==> src/rtl/core/mld_pkg.sv <==
// Shared types, constants and the Morse code table for the Morse light decoder.
package mld_pkg;

  // Configuration register indexes.
  localparam int unsigned CFG_IDX_W = 2;
  localparam logic [CFG_IDX_W-1:0] CFG_LIGHT_THRESHOLD = 2'd0;
  localparam logic [CFG_IDX_W-1:0] CFG_DASH_TICKS      = 2'd1;
  localparam logic [CFG_IDX_W-1:0] CFG_SPACE_TICKS     = 2'd2;

  localparam int unsigned THRESH_W = 12;
  localparam int unsigned TICKS_W  = 8;
  localparam int unsigned CFG_W    = 12;

  localparam logic [THRESH_W-1:0] THRESH_RESET = 12'd50;
  localparam logic [TICKS_W-1:0]  DASH_RESET   = 8'd6;
  localparam logic [TICKS_W-1:0]  SPACE_RESET  = 8'd8;

  // Tick counter: 16 bits, saturating.
  localparam int unsigned TICK_W = 16;
  localparam logic [TICK_W-1:0] TICK_RESET = 16'd14;
  localparam logic [TICK_W-1:0] TICK_MAX   = 16'hFFFF;

  localparam int unsigned CHAR_W = 7;
  localparam logic [CHAR_W-1:0] CHAR_UNKNOWN = 7'h3F;
  localparam logic [CHAR_W-1:0] CHAR_SPACE   = 7'h20;

  typedef enum logic [1:0] {
    KIND_DECODED = 2'd0,
    KIND_UNKNOWN = 2'd1,
    KIND_SPACE   = 2'd2
  } kind_e;

  typedef struct packed {
    logic [CHAR_W-1:0] out_char;
    kind_e             char_kind;
  } result_t;

  // Looks a held symbol pattern up in the code table (bit k is symbol k,
  // set for a dash). Returns zero when the pattern has no character.
  function automatic logic [CHAR_W-1:0] mld_decode(input logic [7:0] len,
                                                   input logic [7:0] bits);
    logic [CHAR_W-1:0] ch;
    ch = '0;
    if (len[7:3] == 5'd0 && bits[7:5] == 3'd0) begin
      case ({len[2:0], bits[4:0]})
        {3'd2, 5'd2}:  ch = 7'h41;
        {3'd4, 5'd1}:  ch = 7'h42;
        {3'd4, 5'd5}:  ch = 7'h43;
        {3'd3, 5'd1}:  ch = 7'h44;
        {3'd1, 5'd0}:  ch = 7'h45;
        {3'd4, 5'd4}:  ch = 7'h46;
        {3'd3, 5'd3}:  ch = 7'h47;
        {3'd4, 5'd0}:  ch = 7'h48;
        {3'd2, 5'd0}:  ch = 7'h49;
        {3'd4, 5'd14}: ch = 7'h4A;
        {3'd3, 5'd5}:  ch = 7'h4B;
        {3'd4, 5'd2}:  ch = 7'h4C;
        {3'd2, 5'd3}:  ch = 7'h4D;
        {3'd2, 5'd1}:  ch = 7'h4E;
        {3'd3, 5'd7}:  ch = 7'h4F;
        {3'd4, 5'd6}:  ch = 7'h50;
        {3'd4, 5'd11}: ch = 7'h51;
        {3'd3, 5'd2}:  ch = 7'h52;
        {3'd3, 5'd0}:  ch = 7'h53;
        {3'd1, 5'd1}:  ch = 7'h54;
        {3'd3, 5'd4}:  ch = 7'h55;
        {3'd4, 5'd8}:  ch = 7'h56;
        {3'd3, 5'd6}:  ch = 7'h57;
        {3'd4, 5'd9}:  ch = 7'h58;
        {3'd4, 5'd13}: ch = 7'h59;
        {3'd4, 5'd3}:  ch = 7'h5A;
        {3'd5, 5'd31}: ch = 7'h30;
        {3'd5, 5'd30}: ch = 7'h31;
        {3'd5, 5'd28}: ch = 7'h32;
        {3'd5, 5'd24}: ch = 7'h33;
        {3'd5, 5'd16}: ch = 7'h34;
        {3'd5, 5'd0}:  ch = 7'h35;
        {3'd5, 5'd1}:  ch = 7'h36;
        {3'd5, 5'd3}:  ch = 7'h37;
        {3'd5, 5'd7}:  ch = 7'h38;
        {3'd5, 5'd15}: ch = 7'h39;
        default:       ch = '0;
      endcase
    end
    return ch;
  endfunction

endpackage

==> src/rtl/core/morse_light_decoder_unit.sv <==
// Top level of the Morse light decoder: configuration registers, front and back stages.
//
// Input channel: one light sample beat per tick on light_sample_i, taken at a rising
// edge with push high and full low. Each beat yields zero or one character.
// Result channel: while empty is low the oldest character is on out_char_o and
// char_kind_o (0 letter or digit, 1 unknown pattern, 2 word space); it is taken at a
// rising edge with pop high and empty low.
// Configuration: cfg_we_i writes cfg_wdata_i into register cfg_idx_i (0 threshold,
// 1 dash ticks, 2 space ticks) in the same edge; write only while the block is idle.
// Path: a character caused by a sample beat is registered in the classification queue,
// then in the result queue. Throughput: one sample beat per cycle while the two-entry
// result queue has a free slot, set by the state update in the back stage.
// A two-entry queue between the classifying front stage and the back stage lets
// either side stall independently. When the receiver stops popping, the result
// queue fills, the back stage holds, and full rises once two more beats are taken.
// Reset clears both queues and the decoder state and restores the register defaults;
// the tick counter restarts at 14.
module morse_light_decoder_unit #(
  parameter int unsigned MAX_SYMBOLS  = 5,
  parameter int unsigned SAMPLE_WIDTH = 12
) (
  input  logic                          clk_i,
  input  logic                          rst_ni,
  input  logic                          push,
  output logic                          full,
  input  logic [SAMPLE_WIDTH-1:0]       light_sample_i,
  output logic                          empty,
  input  logic                          pop,
  output logic [mld_pkg::CHAR_W-1:0]    out_char_o,
  output logic [1:0]                    char_kind_o,
  input  logic                          cfg_we_i,
  input  logic [mld_pkg::CFG_IDX_W-1:0] cfg_idx_i,
  input  logic [mld_pkg::CFG_W-1:0]     cfg_wdata_i
);
  import mld_pkg::*;

  logic [THRESH_W-1:0] threshold_q;
  logic [TICKS_W-1:0]  dash_ticks_q;
  logic [TICKS_W-1:0]  space_ticks_q;

  logic    cls_valid, cls_on, cls_pop;
  logic    res_push, res_full;
  result_t res, res_head;

  // Configuration registers; writes to indexes beyond the list are ignored.
  always_ff @(posedge clk_i or negedge rst_ni) begin
    if (!rst_ni) begin
      threshold_q   <= THRESH_RESET;
      dash_ticks_q  <= DASH_RESET;
      space_ticks_q <= SPACE_RESET;
    end else if (cfg_we_i) begin
      case (cfg_idx_i)
        CFG_LIGHT_THRESHOLD: threshold_q   <= cfg_wdata_i[THRESH_W-1:0];
        CFG_DASH_TICKS:      dash_ticks_q  <= cfg_wdata_i[TICKS_W-1:0];
        CFG_SPACE_TICKS:     space_ticks_q <= cfg_wdata_i[TICKS_W-1:0];
        default: ;
      endcase
    end
  end

  mld_front #(
    .SAMPLE_WIDTH(SAMPLE_WIDTH)
  ) u_front (
    .clk_i         (clk_i),
    .rst_ni        (rst_ni),
    .push_i        (push),
    .light_sample_i(light_sample_i),
    .full_o        (full),
    .threshold_i   (threshold_q),
    .cls_valid_o   (cls_valid),
    .cls_on_o      (cls_on),
    .cls_pop_i     (cls_pop)
  );

  mld_back #(
    .MAX_SYMBOLS(MAX_SYMBOLS)
  ) u_back (
    .clk_i        (clk_i),
    .rst_ni       (rst_ni),
    .cls_valid_i  (cls_valid),
    .cls_on_i     (cls_on),
    .cls_pop_o    (cls_pop),
    .dash_ticks_i (dash_ticks_q),
    .space_ticks_i(space_ticks_q),
    .res_push_o   (res_push),
    .res_o        (res),
    .res_full_i   (res_full)
  );

  // Result queue: decouples the back stage from the receiver.
  mld_fifo #(
    .WIDTH($bits(result_t)),
    .DEPTH(2)
  ) u_res_fifo (
    .clk_i  (clk_i),
    .rst_ni (rst_ni),
    .push_i (res_push),
    .wdata_i(res),
    .full_o (res_full),
    .pop_i  (pop),
    .empty_o(empty),
    .rdata_o(res_head)
  );

  assign out_char_o  = res_head.out_char;
  assign char_kind_o = res_head.char_kind;

endmodule

==> src/rtl/core/mld_fifo.sv <==
// Small register queue with first-word fall-through, used between the stages and as the result queue.
module mld_fifo #(
  parameter int unsigned WIDTH = 8,
  parameter int unsigned DEPTH = 2
) (
  input  logic             clk_i,
  input  logic             rst_ni,
  input  logic             push_i,
  input  logic [WIDTH-1:0] wdata_i,
  output logic             full_o,
  input  logic             pop_i,
  output logic             empty_o,
  output logic [WIDTH-1:0] rdata_o
);

  localparam int unsigned AW = $clog2(DEPTH);
  localparam int unsigned CW = $clog2(DEPTH + 1);
  localparam logic [AW-1:0] LAST = AW'(DEPTH - 1);

  logic [WIDTH-1:0] mem_q [DEPTH];
  logic [AW-1:0]    wr_ptr_q, wr_ptr_d;
  logic [AW-1:0]    rd_ptr_q, rd_ptr_d;
  logic [CW-1:0]    count_q, count_d;
  logic             do_push, do_pop;

  assign full_o  = (count_q == CW'(DEPTH));
  assign empty_o = (count_q == '0);
  assign rdata_o = mem_q[rd_ptr_q];
  assign do_push = push_i && !full_o;
  assign do_pop  = pop_i && !empty_o;

  // Pointer and fill-count update.
  always_comb begin
    wr_ptr_d = wr_ptr_q;
    rd_ptr_d = rd_ptr_q;
    count_d  = count_q;
    if (do_push) begin
      wr_ptr_d = (wr_ptr_q == LAST) ? '0 : wr_ptr_q + AW'(1);
    end
    if (do_pop) begin
      rd_ptr_d = (rd_ptr_q == LAST) ? '0 : rd_ptr_q + AW'(1);
    end
    if (do_push && !do_pop) begin
      count_d = count_q + CW'(1);
    end else if (do_pop && !do_push) begin
      count_d = count_q - CW'(1);
    end
  end

  always_ff @(posedge clk_i or negedge rst_ni) begin
    if (!rst_ni) begin
      wr_ptr_q <= '0;
      rd_ptr_q <= '0;
      count_q  <= '0;
    end else begin
      wr_ptr_q <= wr_ptr_d;
      rd_ptr_q <= rd_ptr_d;
      count_q  <= count_d;
    end
  end

  // Storage carries no reset.
  always_ff @(posedge clk_i) begin
    if (do_push) begin
      mem_q[wr_ptr_q] <= wdata_i;
    end
  end

endmodule

==> src/rtl/core/mld_front.sv <==
// Front stage: takes sample beats, classifies light on or off and queues the result.
module mld_front #(
  parameter int unsigned SAMPLE_WIDTH = 12
) (
  input  logic                         clk_i,
  input  logic                         rst_ni,
  input  logic                         push_i,
  input  logic [SAMPLE_WIDTH-1:0]      light_sample_i,
  output logic                         full_o,
  input  logic [mld_pkg::THRESH_W-1:0] threshold_i,
  output logic                         cls_valid_o,
  output logic                         cls_on_o,
  input  logic                         cls_pop_i
);
  import mld_pkg::*;

  localparam int unsigned CMP_W = (SAMPLE_WIDTH > THRESH_W) ? SAMPLE_WIDTH : THRESH_W;

  logic light_on;
  logic cls_empty;

  // A sample strictly above the threshold counts as light on.
  assign light_on = (CMP_W'(light_sample_i) > CMP_W'(threshold_i));

  mld_fifo #(
    .WIDTH(1),
    .DEPTH(2)
  ) u_cls_fifo (
    .clk_i  (clk_i),
    .rst_ni (rst_ni),
    .push_i (push_i),
    .wdata_i(light_on),
    .full_o (full_o),
    .pop_i  (cls_pop_i),
    .empty_o(cls_empty),
    .rdata_o(cls_on_o)
  );

  assign cls_valid_o = !cls_empty;

endmodule

==> src/rtl/core/mld_back.sv <==
// Back stage: edge detection, symbol collection, gap timing and letter decode.
module mld_back #(
  parameter int unsigned MAX_SYMBOLS = 5
) (
  input  logic                        clk_i,
  input  logic                        rst_ni,
  input  logic                        cls_valid_i,
  input  logic                        cls_on_i,
  output logic                        cls_pop_o,
  input  logic [mld_pkg::TICKS_W-1:0] dash_ticks_i,
  input  logic [mld_pkg::TICKS_W-1:0] space_ticks_i,
  output logic                        res_push_o,
  output mld_pkg::result_t            res_o,
  input  logic                        res_full_i
);
  import mld_pkg::*;

  localparam int unsigned CNT_W = $clog2(MAX_SYMBOLS + 1);

  logic                   was_on_q, was_on_d;
  logic [TICK_W-1:0]      tick_q, tick_d;
  logic [CNT_W-1:0]       sym_cnt_q, sym_cnt_d;
  logic [MAX_SYMBOLS-1:0] sym_pat_q, sym_pat_d;
  logic                   sym_ovf_q, sym_ovf_d;

  logic                   step;
  logic                   fall, rise;
  logic [TICK_W-1:0]      tick_edge;
  logic [TICK_W:0]        tick_inc;
  logic [CHAR_W-1:0]      dec_char;

  // One classified beat is processed whenever the result queue has room.
  assign step      = cls_valid_i && !res_full_i;
  assign cls_pop_o = step;
  assign fall      = was_on_q && !cls_on_i;
  assign rise      = !was_on_q && cls_on_i;

  // Next state and result for one beat.
  always_comb begin
    was_on_d   = was_on_q;
    tick_d     = tick_q;
    sym_cnt_d  = sym_cnt_q;
    sym_pat_d  = sym_pat_q;
    sym_ovf_d  = sym_ovf_q;
    res_push_o = 1'b0;
    res_o      = '{out_char: CHAR_SPACE, char_kind: KIND_SPACE};
    tick_edge  = (fall || rise) ? '0 : tick_q;
    tick_inc   = {1'b0, tick_edge} + (TICK_W + 1)'(1);
    dec_char   = '0;

    if (step) begin
      // A falling edge appends a symbol, or marks overflow when the buffer is full.
      if (fall) begin
        if (sym_cnt_q < CNT_W'(MAX_SYMBOLS)) begin
          if (tick_q >= TICK_W'(dash_ticks_i)) begin
            sym_pat_d = sym_pat_q | (MAX_SYMBOLS'(1) << sym_cnt_q);
          end
          sym_cnt_d = sym_cnt_q + CNT_W'(1);
        end else begin
          sym_ovf_d = 1'b1;
        end
      end
      was_on_d = cls_on_i;

      dec_char = mld_decode(8'(sym_cnt_d), 8'(sym_pat_d));

      // Gap timing while the light is off.
      if (!cls_on_i) begin
        if (sym_cnt_d != '0) begin
          if (tick_inc == (TICK_W + 1)'(dash_ticks_i)) begin
            res_push_o = 1'b1;
            if (!sym_ovf_d && dec_char != '0) begin
              res_o = '{out_char: dec_char, char_kind: KIND_DECODED};
            end else begin
              res_o = '{out_char: CHAR_UNKNOWN, char_kind: KIND_UNKNOWN};
            end
            sym_cnt_d = '0;
            sym_pat_d = '0;
            sym_ovf_d = 1'b0;
          end
        end else if (tick_inc == (TICK_W + 1)'(space_ticks_i)) begin
          res_push_o = 1'b1;
          res_o      = '{out_char: CHAR_SPACE, char_kind: KIND_SPACE};
        end
      end

      // The tick counter saturates at its maximum.
      tick_d = (tick_edge < TICK_MAX) ? tick_inc[TICK_W-1:0] : tick_edge;
    end
  end

  always_ff @(posedge clk_i or negedge rst_ni) begin
    if (!rst_ni) begin
      was_on_q  <= 1'b0;
      tick_q    <= TICK_RESET;
      sym_cnt_q <= '0;
      sym_pat_q <= '0;
      sym_ovf_q <= 1'b0;
    end else begin
      was_on_q  <= was_on_d;
      tick_q    <= tick_d;
      sym_cnt_q <= sym_cnt_d;
      sym_pat_q <= sym_pat_d;
      sym_ovf_q <= sym_ovf_d;
    end
  end

endmodule

==> config.mk <==
export PLATFORM = sky130hd
export DESIGN_NAME = morse_light_decoder_unit
export DESIGN_NICKNAME = d
export VERILOG_FILES = /design/src/rtl/core/mld_pkg.sv /design/src/rtl/core/morse_light_decoder_unit.sv /design/src/rtl/core/mld_fifo.sv /design/src/rtl/core/mld_front.sv /design/src/rtl/core/mld_back.sv
export SDC_FILE = /design/constraint.sdc
export NUM_CORES = 1
export LEC_CHECK = 0
export ABC_AREA = 0
export BUFFER_PORTS_ARGS = -buffer_cell sky130_fd_sc_hd__buf_4
export CAP_MARGIN = 10
export CORE_AREA = 4 4 109 111
export DETAILED_ROUTE_END_ITERATION = 12
export DIE_AREA = 0 0 113 115
export PLACE_DENSITY = 0.7
export SLEW_MARGIN = 30
export SYNTH_ARGS = -nofsm -noshare
export SYNTH_HDL_FRONTEND = slang
export SYNTH_HIERARCHICAL = 1
export SYNTH_SLANG_ARGS = --single-unit
==> constraint.sdc <==
create_clock -name clk_i -period 4.8 [get_ports clk_i]
set_clock_uncertainty 0.15 [all_clocks]
set_input_delay 0.48 -clock clk_i [delete_from_list [all_inputs] [get_ports clk_i]]
set_output_delay 0.48 -clock clk_i [all_outputs]
set_load 0.02 [all_outputs]
==> results.yml <==
setup_path:
  reg2reg_slack_ns: 0.29
  worst_path_largest_cell_delay_ns: 0.46
  crit_type: "reg -> reg"
  end_kind: "flip-flop"
  critPathRequiredTime_ns: 4.91
  path_cells: "mux2_2 > inv_1 > ha_1 > nand2_1 > inv_1 > ha_1 > nand4_1 > nor3_4 > and3_1 > a41oi_1 > a2111oi_4 > nand4_2 > nor4_4 > inv_4 > nand2_1 > nand2_2 > inv_1 > ha_1 > xor2_1 > nor2_1 > xor2_1"
  cpMaxStageDelayCell: "a2111oi_4"
  crit_path_start_kind: "flip-flop"
  arrival_ns: 4.62
  crit_path_max_fanout: 9
drt:
  drt_wl_total_um: 12420
  via_count: 4536
  wl_per_cell_um: 16.43
  drc: 0
  ant_nets: 0
  avgViaCountPerCell: 6.000
  drt_first_iter_violations: 346
  drt_pre_antenna_iters: 5
placed_design:
  io_buffer_count: 41
  dp_hpwl_um: 9144
  routabilityCongestion: 0.9089
  place_ws_ns: 0.03602
  dpl_cell_area_sq_mm: 0.005852
  dp.cells: 736
global_route:
  grt_pass1_wl_um: 20660
  grt_remaining_overflow: 0
  antenna_found_initial: 0
  grt_max_degree: 63
  grt_pass1_vias: 4296
  track_usage: 0.1928
clock_network:
  clk_latency_ns: 0.36
  cts_max_level: 3
  clock-sinks: 82
  cts_tree: "built"
  path_clk_slew_ns: 0.09
  cts_buffer_depth: 2
  cts_buffers: 9
  cts_root_buf: "clkbuf_8"
floorplan:
  core_sq_mm: 0.01079
  io_pins: 42
  dieArea_sq_mm: 0.01300
  start_util: 0.5002
  die_w_um: 113
  num_rows: 38
  fp.dieH_um: 115
final_layout:
  final_cell_mix: "nand2_1 (56), dfrtp_1 (53), buf_4 (53)"
  fin_util: 0.5648
  fin_cells: 756
  final_common_cell: "nand2_1"
  n_antenna_cell: 0
  areaGrowthSynthToFinish_pct: 12.91
  final_area_sq_mm: 0.006096
  drive_gt1_frac: 0.2159
  nNetsFinal: 671
  num-fill-cells: 907
pwr:
  combPwrFrac: 0.529
  p_clk_frac: 0.151
  finalPower_mw: 3.217
  power_switching_mw: 1.495
  p_leak_nw: 2.586
  seqPwrFrac: 0.320
  switching_share: 0.4648
  peakVddDrop_mv: 0.4172
  powerDensity_mw_per_mm2: 527.7
  p_int_mw: 1.722
synth:
  synth.distinct_cells: 68
  syn-cell-area_sq_mm: 0.005399
  synth-edff-count: 20
  avgSynthCellArea_sq_um: 9.472
  synthesis.nets: 630
  synth_seq_cells: 82
  ys.flop_type: "dfrtp_1"
  synthArstFlopShare: 0.7561
  ys_top_cells_by_area: "dfrtp_1 (25%), edfxtp_1 (11%), mux2_2 (6.9%)"
  yosysSeqAreaShare: 0.4007
  yosysTopAreaCell: "dfrtp_1"
  yosys_warnings: 6
  synth_top_cell_area_share: 0.2457
  syn_inst: 570
run_status:
  status: "complete, no violations"
sta:
  setup_ws_ns: 0.2877
  fmax_ghz: 0.2216
  worstMarginPinSlew_ns: 0.9423
  slew_violations: 0
  setup_viol_count_final: 0
  hold_viol_final: 0
  period_minus_slack_ns: 4.512
  period_share: 0.9401
  setup_tns_ns: 0
  whs_ns: 0.04036
  max-slew-margin-rel: 0.3711
job:
  cap_violations: 0
worst_hold_path:
  hp-class: "in -> async"
==> critical path, delay by kind of cell (launching register included) <==
kind / cells / cell delay, ns
xor+xnor: 2 / 0.30
compound gates: 2 / 0.64
flops: 1 / 0.40
mux: 1 / 0.31
simple gates: 9 / 1.60
fa+ha+maj: 3 / 0.67
buf+inv: 4 / 0.35
==> logic make-up (layout without fill, tap and decap cells) <==
| group | Yosys count | after routing | share of synthesized area |
|---|---|---|---|
| buffers and inverters | 59 | 105 | 0.04450 |
| multiplexers | 42 | 42 | 0.08691 |
| AO/OA/AOI/OAI | 135 | 135 | 0.1639 |
| flip-flops | 82 | 82 | 0.4007 |
| XOR/XNOR | 34 | 34 | 0.05516 |
| AND/OR/NAND/NOR | 189 | 189 | 0.1817 |
| adder cells (fa/ha/maj) | 29 | 29 | 0.06721 |
==> path summary, 6_finish.rpt <==
kind                                             start                     endpoint  cells after the start
min                                             rst_ni            u_back/tick_q[11]                      1
min reg2reg                u_front/u_cls_fifo/rd_ptr_q  u_front/u_cls_fifo/rd_ptr_q                      1
max reg2reg                u_front/u_cls_fifo/rd_ptr_q        u_res_fifo/count_q[1]                     21
max                        u_front/u_cls_fifo/rd_ptr_q        u_res_fifo/count_q[1]                     21
min in group clk_i                     cfg_wdata_i[11]              threshold_q[11]                      2
max in group asynchronous                       rst_ni             space_ticks_q[5]                      1
==> registers in the layout, indices dropped and copies added (netlist names) <==
name and flops:
dash_ticks_q 8, space_ticks_q 8, threshold_q 12, u_back/sym_cnt_q 3, u_back/sym_ovf_q 1, u_back/sym_pat_q 5
u_back/tick_q 16, u_back/was_on_q 1, u_front/u_cls_fifo/count_q 2, u_front/u_cls_fifo/mem_q 2, u_front/u_cls_fifo/rd_ptr_q 1, u_front/u_cls_fifo/wr_ptr_q 1
u_res_fifo/count_q 2, u_res_fifo/mem_q 18, u_res_fifo/rd_ptr_q 1, u_res_fifo/wr_ptr_q 1
==> power groups by stage <==
stage / registers, mW / logic [mW] / clock network (mW)
finish: 1.03 / 1.70 / 0.485
global route: 1.06 / 1.88 / 0.531
CTS: 1.03 / 1.67 / 0.497
global placement: 1.03 / 1.63 / 0
floorplan: 0.977 / 1.31 / 0
detailed placement: 1.04 / 1.66 / 0
==> cell usage after synthesis, types with 14 or more instances <==
library cell and number:
nor2_1 39, edfxtp_1 20, a21oi_1 31, nor3_1 14, nand2_1 56, a31oi_1 16
inv_1 33, nand3_1 22, ha_1 29, o21ai_0 30, mux2_2 33, dfrtp_1 53
clkbuf_1 18, xnor2_1 26
==> repair_timing <==
action	CTS	global route
hold buffers	0	0
setup buffers	0	4
endpoints found under the setup margin	0	20
resized for setup	0	3
==> layer usage <==
metal  vias up  wire length, um  track usage
li1       2174                -            -
met1      2191             5485       0.2551
met2       148             6122       0.3254
met3        23              629      0.03789
met4         0              185      0.05208
met5         -                0            0
==> cell type report <==
type	instances	area, sq um	area share
Inverter	35	133.9	0.02196
Clock buffer	9	123.9	0.02032
Clock inverter	7	68.82	0.01129
Multi-Input combinational cell	429	3022	0.4957
Tap cell	140	175.2	0.02874
Timing Repair Buffer	54	409.1	0.06712
Sequential cell	82	2163	0.3549
(Power assumes the default switching activity.)
